## src/bmg_pkg.sv

```systemverilog
`timescale 1ns / 1ps
// bmg_pkg: shared types, sizes and codes of the mixture cell update core
// depends on nothing

package bmg_pkg;

    localparam int ROWS           = 64;
    localparam int COLUMNS        = 256;
    localparam int MAX_COMPONENTS = 16;

    localparam int ROW_W      = 6;
    localparam int COL_W      = 8;
    localparam int COMP_W     = 4;
    localparam int PRIOR_W    = 16;
    localparam int CIU_W      = 5;
    localparam int U_W        = 32;
    localparam int STATUS_W   = 2;
    localparam int CFG_IDX_W  = 2;
    localparam int CFG_DATA_W = 16;

    localparam int K_W  = $clog2(MAX_COMPONENTS);
    localparam int KK_W = $clog2(MAX_COMPONENTS + 1);

    localparam int CELL_AW    = ROW_W + COL_W;
    localparam int COLC_AW    = COL_W + K_W;
    localparam int ROWC_AW    = ROW_W + K_W;
    localparam int CELL_DEPTH = 1 << CELL_AW;
    localparam int COLC_DEPTH = 1 << COLC_AW;
    localparam int ROWC_DEPTH = 1 << ROWC_AW;
    localparam int CLR_DEPTH_A = (CELL_DEPTH > COLC_DEPTH) ? CELL_DEPTH : COLC_DEPTH;
    localparam int CLR_DEPTH   = (CLR_DEPTH_A > ROWC_DEPTH) ? CLR_DEPTH_A : ROWC_DEPTH;
    localparam int CLR_AW      = $clog2(CLR_DEPTH);

    localparam int CNT_W = $clog2(ROWS + 1);
    localparam int RT_W  = $clog2(COLUMNS + 1);

    localparam int FRAC_SHIFT = 8;
    localparam int G_W = ((RT_W + FRAC_SHIFT > PRIOR_W) ? RT_W + FRAC_SHIFT : PRIOR_W) + 1;
    localparam int H_W = ((CNT_W + FRAC_SHIFT > PRIOR_W) ? CNT_W + FRAC_SHIFT : PRIOR_W) + 1;
    localparam int D_W = ((CNT_W + FRAC_SHIFT + 1 > PRIOR_W + 1) ?
                          CNT_W + FRAC_SHIFT + 1 : PRIOR_W + 1) + 1;
    localparam int P_W = G_W + H_W;
    localparam int N_W = P_W + FRAC_SHIFT;
    localparam int T_W = N_W + K_W;
    localparam int UCNT_W = $clog2(U_W);

    localparam logic ACT_LOAD     = 1'b0;
    localparam logic ACT_RESAMPLE = 1'b1;

    localparam logic [STATUS_W-1:0] STATUS_DONE     = 2'd0;
    localparam logic [STATUS_W-1:0] STATUS_SKIPPED  = 2'd1;
    localparam logic [STATUS_W-1:0] STATUS_REJECTED = 2'd2;

    localparam logic [CFG_IDX_W-1:0] REG_ALPHA = 2'd0;
    localparam logic [CFG_IDX_W-1:0] REG_BETA  = 2'd1;
    localparam logic [CFG_IDX_W-1:0] REG_GAMMA = 2'd2;
    localparam logic [CFG_IDX_W-1:0] REG_CIU   = 2'd3;

    localparam logic [PRIOR_W-1:0] PRIOR_RESET = 16'd256;
    localparam logic [CIU_W-1:0]   CIU_RESET   = 5'd16;

    typedef struct packed {
        logic              action;
        logic [ROW_W-1:0]  row_index;
        logic [COL_W-1:0]  column_index;
        logic              cell_bit;
        logic              cell_present;
        logic [COMP_W-1:0] load_component;
        logic [U_W-1:0]    random_uniform;
    } bmg_in_t;

    typedef struct packed {
        logic [COMP_W-1:0]   chosen_component;
        logic [COMP_W-1:0]   previous_component;
        logic [STATUS_W-1:0] status;
    } bmg_out_t;

    typedef struct packed {
        logic [COMP_W-1:0] comp;
        logic              data_bit;
        logic              observed;
    } cell_t;

    function automatic logic [KK_W-1:0] effective_k(input logic [CIU_W-1:0] ciu);
        int unsigned v;
        v = ciu;
        if (v < 1) v = 1;
        if (v > MAX_COMPONENTS) v = MAX_COMPONENTS;
        return KK_W'(v);
    endfunction

endpackage

```

## src/bmg_divider.sv

```systemverilog
`timescale 1ns / 1ps
// bmg_divider: restoring divider, one quotient bit per cycle
// depends on bmg_pkg

module bmg_divider (
    input  logic                    clk,
    input  logic                    rst_n,
    input  logic                    start,
    input  logic [bmg_pkg::N_W-1:0] numerator,
    input  logic [bmg_pkg::D_W-1:0] denominator,
    output logic                    done,
    output logic [bmg_pkg::N_W-1:0] quotient
);
    import bmg_pkg::*;

    localparam int STEP_W = $clog2(N_W);

    logic              active_reg, active_next;
    logic              done_reg, done_next;
    logic [STEP_W-1:0] step_reg, step_next;
    logic [N_W-1:0]    shift_reg, shift_next;
    logic [D_W-1:0]    rem_reg, rem_next;
    logic [D_W-1:0]    den_reg, den_next;
    logic [D_W:0]      trial;
    logic [D_W:0]      diff;
    logic              fits;

    assign trial = {rem_reg, shift_reg[N_W-1]};
    assign diff  = trial - {1'b0, den_reg};
    assign fits  = (trial >= {1'b0, den_reg});

    always_comb
    begin
        active_next = active_reg;
        done_next   = 1'b0;
        step_next   = step_reg;
        shift_next  = shift_reg;
        rem_next    = rem_reg;
        den_next    = den_reg;
        if (start)
        begin
            active_next = 1'b1;
            step_next   = '0;
            shift_next  = numerator;
            rem_next    = '0;
            den_next    = denominator;
        end
        else if (active_reg)
        begin
            rem_next   = fits ? diff[D_W-1:0] : trial[D_W-1:0];
            shift_next = {shift_reg[N_W-2:0], fits};
            step_next  = step_reg + 1'b1;
            if (step_reg == STEP_W'(N_W - 1))
            begin
                active_next = 1'b0;
                done_next   = 1'b1;
            end
        end
    end

    always_ff @(posedge clk or negedge rst_n)
    begin
        if (!rst_n)
        begin
            active_reg <= 1'b0;
            done_reg   <= 1'b0;
            step_reg   <= '0;
        end
        else
        begin
            active_reg <= active_next;
            done_reg   <= done_next;
            step_reg   <= step_next;
        end
    end

    always_ff @(posedge clk)
    begin
        shift_reg <= shift_next;
        rem_reg   <= rem_next;
        den_reg   <= den_next;
    end

    assign done     = done_reg;
    assign quotient = shift_reg;

endmodule

```

## config.mk

```make
export PLATFORM = sky130hd
export DESIGN_NAME = bmg_divider
export DESIGN_NICKNAME = d
export VERILOG_FILES = /design/src/bmg_pkg.sv /design/src/bmg_divider.sv
export SDC_FILE = /design/constraint.sdc
export NUM_CORES = 1
export LEC_CHECK = 0
export BUFFER_PORTS_ARGS = -buffer_cell sky130_fd_sc_hd__buf_2
export CORE_MARGIN = 2
export CORE_UTILIZATION = 50
export CTS_CLUSTER_DIAMETER = 60
export DETAILED_ROUTE_END_ITERATION = 8
export PLACE_DENSITY = 0.84
export SLEW_MARGIN = 40
export SYNTH_ARGS = -nofsm -noshare
export SYNTH_HDL_FRONTEND = slang
export SYNTH_SLANG_ARGS = --single-unit
export TNS_END_PERCENT = 30
```

## constraint.sdc

```tcl
create_clock -name clk -period 2.8 [get_ports clk]
set_clock_uncertainty 0.05 [all_clocks]
set_input_delay 0.56 -clock clk [delete_from_list [all_inputs] [get_ports clk]]
set_output_delay 0.56 -clock clk [all_outputs]
set_load 0.005 [all_outputs]
```

==> run metrics, run 1 <==
Inserted Clock Buffers 9; fin nets ~570; num rows 34; # setup viols final 0; TritonRoute pass-1 iters 6; PnR worst setup slack between 0.15 and 0.2 ns; starting density of the core between 50 and 60%; global-route usage over all layers roughly a fifth; first-pass GRT wire length 16.24 mm; Synth Net Count 460; gpl congestion about 0.9; max reg flops 43; post-synthesis cell area 4453 µm²; Die H approximately 98 µm; clk_lat worst skew roughly 0.36 ns; CTS Sinks 87; routing usage on met2 ~36%; layout cells sized above 1 a little over a third; Syn Inst Count around 380; vias roughly 3400; Residual DRC 0; top cells by area, synth edfxtp_1, mux2_2, dfxtp_1, ha_1, dfrtp_1; share of synthesized registers carrying an async set or reset a little under a tenth; Slew @ Worst Pin approximately 0.61 ns; Worst Setup Path Type flip-flop to flip-flop; Synth area leader edfxtp_1; number of nets with antenna violations after routing 0; Core Footprint just under 9000 µm²; Seq/Total Area, Yosys 53.72%; Clk pin slew, worst setup/hold paths 0.09 ns; Synth Warn # 0; Commonest cells post-synth edfxtp_1, mux2_2, nand2_1, inv_1, ha_1; RSZ-0062 raised after global routing false; largest net degree at the start of global routing 38; final wirelength 9.925 mm; GR Layer Usage met3 6.657%; Hold Violations, Final 0; Port Buffers around 110; routed len/inst ~17 µm; power density over cell area roughly 510 nW/µm²; Worst VDD drop between 0.0003 and 0.0004 V; CTS tree built; top-count cell post-synth edfxtp_1; setup_tns 0 ns; post-synthesis register bit count 87; htree depth 3; vias in the first global route 3457; CP Data Arrival Time 2.78 ns; IO Pins roughly 110; CP endpoint kind flip-flop; Mean Syn Cell Area roughly 12 µm²; HPWL Detailed around 7.3 mm; achievable clock frequency between 300 and 400 MHz; Via density roughly 5.7; grt ovf 0; Max Cap Viol 0; period utilization about 93%; GR peak layer met2; leakage power about 2.3 nW; DIE AREA ~9700 µm²; Yosys cell types 46; share of the synthesized area in the top cell type 41.14%; Synth Flop Type edfxtp_1; CP Launch Type flip-flop; clk root buf clkbuf_8; initial antenna violation count 0; Worst Path Required 2.97 ns; chip width between 90 and 100 µm; P&R area growth vs syn 19.22%; grt met1 use approximately 24%; Max Slew Vio Count 0; status completed; Place WS 0.1828 ns; ANT cells 0; Clock Tree Buf Depth 2; Max transition margin around 60%; Tmin final between 2 and 3 ns; EDFF count, synth 61; worst-path fanout max 15; DRC marker count from the first detailed-route iteration a little under 200; Tightest Hold Check Type input port to flip-flop
-- cell families after synthesis --
kind of cell / count (synthesis) / synth area share, %
and+or+nand+nor: 79 / 8.598
DFF: 87 / 53.72
adders and majority gates: 21 / 6.069
muxes: 50 / 12.42
buffers and inverters: 44 / 4.102
xor gates and xnor gates: 18 / 3.540
AOI/OAI and AO/OA: 76 / 11.55
-- final cells by class --
class	count	area, µm²
clock buffer	9	123.9
clock inverter	7	47.55
fill	717	3369
inverter	23	86.33
multi-input combinational	244	1886
sequential	87	2392
tap	108	135.1
timing repair buffer	117	638.1
-- critical path, cell delays in order (launching register included) --
cell	delay [ns]
edfxtp_1	0.38
inv_1	0.07
ha_1	0.27
a21o_1	0.19
a211o_1	0.29
a41o_1	0.21
a21o_1	0.19
a21oi_4	0.33
buf_12	0.20
mux2i_1	0.21
o21ai_1	0.08
-- path summary, 6_finish.rpt --
path                                  from  depth (start not counted)  slack (ns)     endpoint
min in group asynchronous            rst_n                          2        0.52  step_reg[2]
min                        denominator[15]                          1        0.32  den_reg[15]
max in group asynchronous            rst_n                          2        2.01  step_reg[4]
max                            den_reg[16]                         10        0.20   rem_reg[2]
min reg2reg                     rem_reg[4]                          2        0.43   rem_reg[4]
max reg2reg                    den_reg[16]                         10        0.20   rem_reg[2]
-- cell usage in the layout (no fill, tap or decap), drive strengths merged, types with 3 or more instances in the layout --
cell type / n
a21oi: 19
o211ai: 5
clkinv: 3
clkinvlp: 3
nor4: 3
ha: 20
a32oi: 7
nand4: 6
nand3: 11
a21o: 5
a211oi: 6
mux2i: 8
or3: 5
xor2: 10
edfxtp: 61
nand2: 25
dfrtp: 8
o311ai: 3
nand2b: 4
mux2: 42
o31ai: 3
o21ai: 19
nor2b: 3
inv: 24
buf: 116
clkbuf: 9
dfxtp: 18
nor2: 15
xnor2: 8
-- per-layer routing --
layer / vias to the layer above / part of all wire, %
met4: 0 / 2.2
li1: 1594 / -
met1: 1627 / 41
met3: 20 / 8.0
met2: 133 / 49
met5: - / 0
-- where the power goes --
part / total [mW] / switching, mW / internal (mW)
combinational: 0.383 / 0.188 / 0.195
clock: 0.782 / 0.461 / 0.321
sequential: 1.53 / 0.0492 / 1.48
-- through the flow --
step / utilization (%) / hold slack [ns] / instance area [µm²] / total power, mW / cells
2_1_floorplan: - / 0.2144 / 4453 / 1.763 / 375
3_3_place_gp: 59.00 / 0.3611 / 5120 / 1.920 / 578
3_5_place_dp: 59.03 / 0.3617 / 5122 / 1.934 / 578
4_1_cts: 61.12 / 0.3049 / 5304 / 2.708 / 595
5_1_grt: 61.17 / 0.3033 / 5309 / 2.806 / 595
6_report: 61.17 / 0.3168 / 5309 / 2.695 / 595
-- what timing repair did --
action / in CTS / in global routing
hold buffers: 1 / 0
resized for setup: 0 / 1
buffers inserted: 0 / 0
setup endpoints to repair: 0 / 1
endpoints found under the hold margin: 8 / 0
(Power assumes the default switching activity.)
==> run 2: changes to the inputs <==
==> constraint.sdc (replaced) <==
create_clock -name clk -period 2.8 [get_ports clk]
set_clock_uncertainty 0.05 [all_clocks]
set_input_delay 0.28 -clock clk [delete_from_list [all_inputs] [get_ports clk]]
set_output_delay 0.28 -clock clk [all_outputs]
set_load 0.005 [all_outputs]
==> run metrics, run 2 (synthesis gave the netlist of run 1 again) <==
status completed; worst reg-to-reg path cell count 10; fin nets between 500 and 600; initial antenna violation count 0; first-pass GRT wire length roughly 16 mm; Die H about 98 µm; Max Cap Viol 0; Worst VDD drop approximately 0.00038 V; Placed Area slightly above 5000 µm²; Worst Hold Depth 1; Slew @ Worst Pin ~0.57 ns; Internal between 2 and 2.5 mW; largest net degree at the start of global routing 44; DRC marker count from the first detailed-route iteration approximately 190; leakage power roughly 2.4 nW; HPWL Detailed between 7 and 8 mm; Sw Ratio approximately 23%; clk_lat worst skew around 0.36 ns; global-route usage over all layers 20.98%; worst-path fanout max 15; CTS tree built; final instance area between 5000 and 6000 µm²; chip width a little under 100 µm; Psw 0.6791 mW; ANT cells 0; Clk pwr share 35.3%; achievable clock frequency 378.6 MHz; # setup viols final 0; P&R area growth vs syn 20.34%; Tightest Hold Check Type input port to flip-flop; Clock Tree Buf Depth 2; Tmin final between 2 and 3 ns; IO Pins about 110; period utilization 94.34%; starting density of the core between 50% and 60%; slowest stage cell on the critical path ha_1; max reg flops between 40 and 50; clk root buf clkbuf_8; CP max stage delay a little over 0.4 ns; commonest non-fill, non-tap cell in the layout buf_2; Max Slew Vio Count 0; CTS Sinks 87; RSZ-0062 raised after global routing false; commonest non-fill, non-tap cells in the layout buf_2, edfxtp_1, mux2_2; CP Data Arrival Time approximately 2.8 ns; hold slack final 0.04169 ns; Inserted Clock Buffers 9; layout cells sized above 1 36.27%; DIE AREA about 9700 µm²; worst-path cell chain inv_1 > ha_1 > a21oi_2 > o21ai_1 > a41o_1 > a21o_1 > a21oi_4 > buf_6 > mux2i_1 > o21ai_1; Core Footprint 8678 µm²; vias in the first global route 3490; grt ovf 0; power density over cell area between 500 and 600 nW/µm²; routed len/inst approximately 16 µm; Worst Setup Path Type flip-flop to flip-flop; gpl congestion ~0.94; vias 3328; Worst path top cell family by delay compound AO/OA/AOI/OAI gates; final wirelength 9.800 mm; setup_tns 0 ns; Worst Path Required between 2 and 3 ns; Clk pin slew, worst setup/hold paths about 0.08 ns; number of nets with antenna violations after routing 0; Port Buffers between 100 and 150; Max transition margin 62.15%; CP endpoint kind flip-flop; CP Launch Type flip-flop; Via density approximately 5.6; Hold Violations, Final 0; num rows 34; Crit path depth 10; htree depth 3; TritonRoute pass-1 iters 4; Most Frequent Cell on Critical Path o21ai_1; combinational power share approximately an eighth; sequential share of power 51.8%; Residual DRC 0; sum of buffers and inverters on the critical path 2
[run 2: layout make-up]
type	count	area [µm²]
multi-input combinational	244	1883
clock buffer	11	131.4
inverter	23	86.33
tap	108	135.1
clock inverter	5	106.4
timing repair buffer	118	624.3
sequential	87	2392
fill	691	3319
[run 2: power by group through the flow]
stage	Sequential (mW)	Clock [mW]	Combinational, mW
floorplan	1.56	0	0.208
global placement	1.55	0	0.368
detailed placement	1.55	0	0.379
CTS	1.53	1.06	0.381
global route	1.54	1.10	0.418
finish	1.53	1.04	0.381
[run 2: path summary, 6_finish.rpt]
path / startpoint / to / slack (ns)
worst max-delay path: den_reg[14] / rem_reg[1] / 0.16
worst min-delay path: denominator[0] / den_reg[0] / 0.04
worst max register to register: den_reg[14] / rem_reg[1] / 0.16
worst min register to register: rem_reg[4] / rem_reg[4] / 0.43
max in group asynchronous: rst_n / step_reg[0] / 2.28
min in group asynchronous: rst_n / step_reg[1] / 0.26
[run 2: routing by layer]
metal | vias up | track usage [%] | share of wire [%]
met5 | - | 0 | 0
met4 | 0 | 9.273 | 2.0
met1 | 1577 | 25.89 | 42
met3 | 16 | 6.872 | 7.9
li1 | 1604 | - | -
met2 | 131 | 33.75 | 48
[run 2: repair_timing]
item | in CTS | in global routing
resized for setup | 0 | 2
endpoints found under the setup margin | 0 | 3
endpoints found under the hold margin | 8 | 0
hold buffers | 1 | 0
buffers inserted | 0 | 0
[run 2: through the flow]
stage	util, %	power, mW	setup slack, ns	cells
after floorplan	-	1.763	0.3735	375
after global placement	58.79	1.921	0.2641	579
after detailed placement	58.79	1.933	0.1278	579
after CTS	61.65	2.969	0.1280	596
after global routing	61.75	3.064	0.008850	596
final	61.75	2.951	0.1585	596
==> run 3: changes to the inputs <==
- ABC_AREA: not set -> 1
==> run metrics, run 3 <==
status completed; global-route usage over all layers between 20% and 30%; Worst Path Required slightly above 3 ns; final wirelength 11.29 mm; vias ~4100; Core Footprint a little over 9000 µm²; power density over cell area a little over 800 nW/µm²; hold slack final ~0.025 ns; commonest non-fill, non-tap cells in the layout nand2_1, buf_2, inv_1; layout cells sized above 1 slightly above 20%; Die H about 100 µm; largest net degree at the start of global routing 61; PnR worst setup slack 0.4333 ns; CP endpoint kind flip-flop; Util after Layout between 60% and 70%; first-pass GRT wire length roughly 19 mm; htree depth 3; Worst VDD drop 0.0004375 V; Tmin final roughly 2.4 ns; CTS tree built; starting density of the core between 50% and 60%; Synth Net Count about 670; P&R area growth vs syn 18.31%; Yosys cell types 33; Tightest Hold Check Type input port to flip-flop; Max transition margin a little under three fifths; HPWL Detailed between 8 and 9 mm; Port Buffers roughly 110; # setup viols final 0; worst-path fanout max 21; commonest non-fill, non-tap cell in the layout nand2_1; top-count cell post-synth nand2_1; grt ovf 0; Clock Tree Buf Depth 2; worst reg-to-reg path cell count 11; CP Launch Type flip-flop; Via density 5.012; Max Cap Viol 0; EDFF count, synth approximately 60; max reg flops between 40 and 50; share of the synthesized area in the top cell type ~39%; Worst Setup Path Type flip-flop to flip-flop; Worst Hold Depth 1; DRC marker count from the first detailed-route iteration ~310; num rows 35; vias in the first global route about 4200; Commonest cells post-synth nand2_1, inv_1, edfxtp_1, nand3_1, nor2_1; IO Pins 108; gpl congestion ~0.93; clk root buf clkbuf_8; TritonRoute pass-1 iters 7; Place WS around 0.5 ns; Residual DRC 0; Synth area leader edfxtp_1; Inserted Clock Buffers 9; Hold Violations, Final 0; Final Power between 4 and 5 mW; DIE AREA a little over 10000 µm²; Syn Inst Count between 500 and 600; Slew @ Worst Pin about 0.66 ns; share of synthesized registers carrying an async set or reset 9.195%; Max Slew Vio Count 0; clk_lat worst skew between 0.3 and 0.4 ns; CTS Sinks just under 90; Seq/Total Area, Yosys between 50 and 60%; # fillers 814; ANT cells 0; achievable clock frequency around 420 MHz; setup_tns 0 ns; top cells by area, synth edfxtp_1, nand2_1, dfxtp_1, ha_1, inv_1; RSZ-0062 raised after global routing false; post-synthesis register bit count just under 90; chip width around 100 µm; Post-CTS Setup Inserts 0; routed len/inst roughly 14 µm; period utilization 84.53%; Clk pin slew, worst setup/hold paths ~0.090 ns; Synth Flop Type edfxtp_1; leakage power a little under 3 nW; Synth Warn # 0; post-synthesis cell area around 4700 µm²; CP Data Arrival Time 2.60 ns; fin nets about 780; number of nets with antenna violations after routing 0; Mean Syn Cell Area around 8.1 µm²; initial antenna violation count 0
## run 3: cell count changes after synthesis, moves of 9 or more
| cell | previous run | this run |
|---|---|---|
| nand2_1 | 25 | 250 |
| inv_1 | 23 | 65 |
| mux2_2 | 42 | 0 |
| nand3_1 | 11 | 36 |
| nand3b_1 | 1 | 14 |
| nor2_1 | 15 | 26 |
| xor2_1 | 10 | 1 |
## run 3: worst paths after layout
| path | start | endpoint | slack [ns] |
|---|---|---|---|
| setup / recovery | den_reg[14] | rem_reg[2] | 0.43 |
| hold / removal | denominator[0] | den_reg[0] | 0.02 |
| setup reg to reg | den_reg[14] | rem_reg[2] | 0.43 |
| hold reg to reg | rem_reg[11] | rem_reg[11] | 0.43 |
| max in group asynchronous | rst_n | step_reg[1] | 2.32 |
| min in group asynchronous | rst_n | step_reg[3] | 0.21 |
## run 3: cell type report
cell class                 instances  area [µm²]  share of cell area (%)
clock inverter                     5       38.79                  0.6913
multi-input combinational        413        2019                   35.99
clock buffer                      11       152.6                   2.721
inverter                          66       247.7                   4.416
sequential                        87        2392                   42.64
tap                              129       161.4                   2.877
timing repair buffer             113       598.1                   10.66
## run 3: power breakdown
group / switching [mW] / internal, mW / total (mW)
Sequential: 0.152 / 1.62 / 1.77
Combinational: 1.22 / 0.777 / 1.99
Clock: 0.493 / 0.387 / 0.880
Total: 1.86 / 2.78 / 4.64
## run 3: critical path, cell delays in order (launching register included)
cell and delay, ns:
edfxtp_1 0.33, inv_1 0.05, ha_1 0.36, a21oi_1 0.33, nand2_1 0.12, a21oi_2 0.18
nand2_2 0.10, nand2_4 0.22, nand2_4 0.20, nand2_1 0.12, nand3_1 0.08, o21ai_0 0.12
## run 3: cell families after synthesis
group	Yosys count	share of synthesized area [%]
xor gates and xnor gates	8	1.478
and+or+nand+nor	347	30.92
AOI/OAI and AO/OA	37	4.327
DFF	87	50.45
buffers and inverters	84	7.124
adders and majority gates	21	5.699
## run 3: metrics by stage
stage	instance area (µm²)	std cells
6_report	5610	824
5_1_grt	5610	824
4_1_cts	5593	823
3_5_place_dp	5391	806
3_3_place_gp	5391	806
2_1_floorplan	4742	584
## run 3: repair_timing
| item | in CTS | in global routing |
|---|---|---|
| gates resized for setup | 0 | 0 |
| hold buffers | 1 | 1 |
| endpoints found under the hold margin | 8 | 1 |
## run 3: metal layers
layer  global-route usage, %  share of wire [%]  vias to the layer above
li1                        -                  -                     2073
met1                   28.65                 42                     1865
met2                   40.09                 48                      173
met3                   7.384                8.5                       19
met4                   9.044                1.8                        0
met5                       0                  0                        -
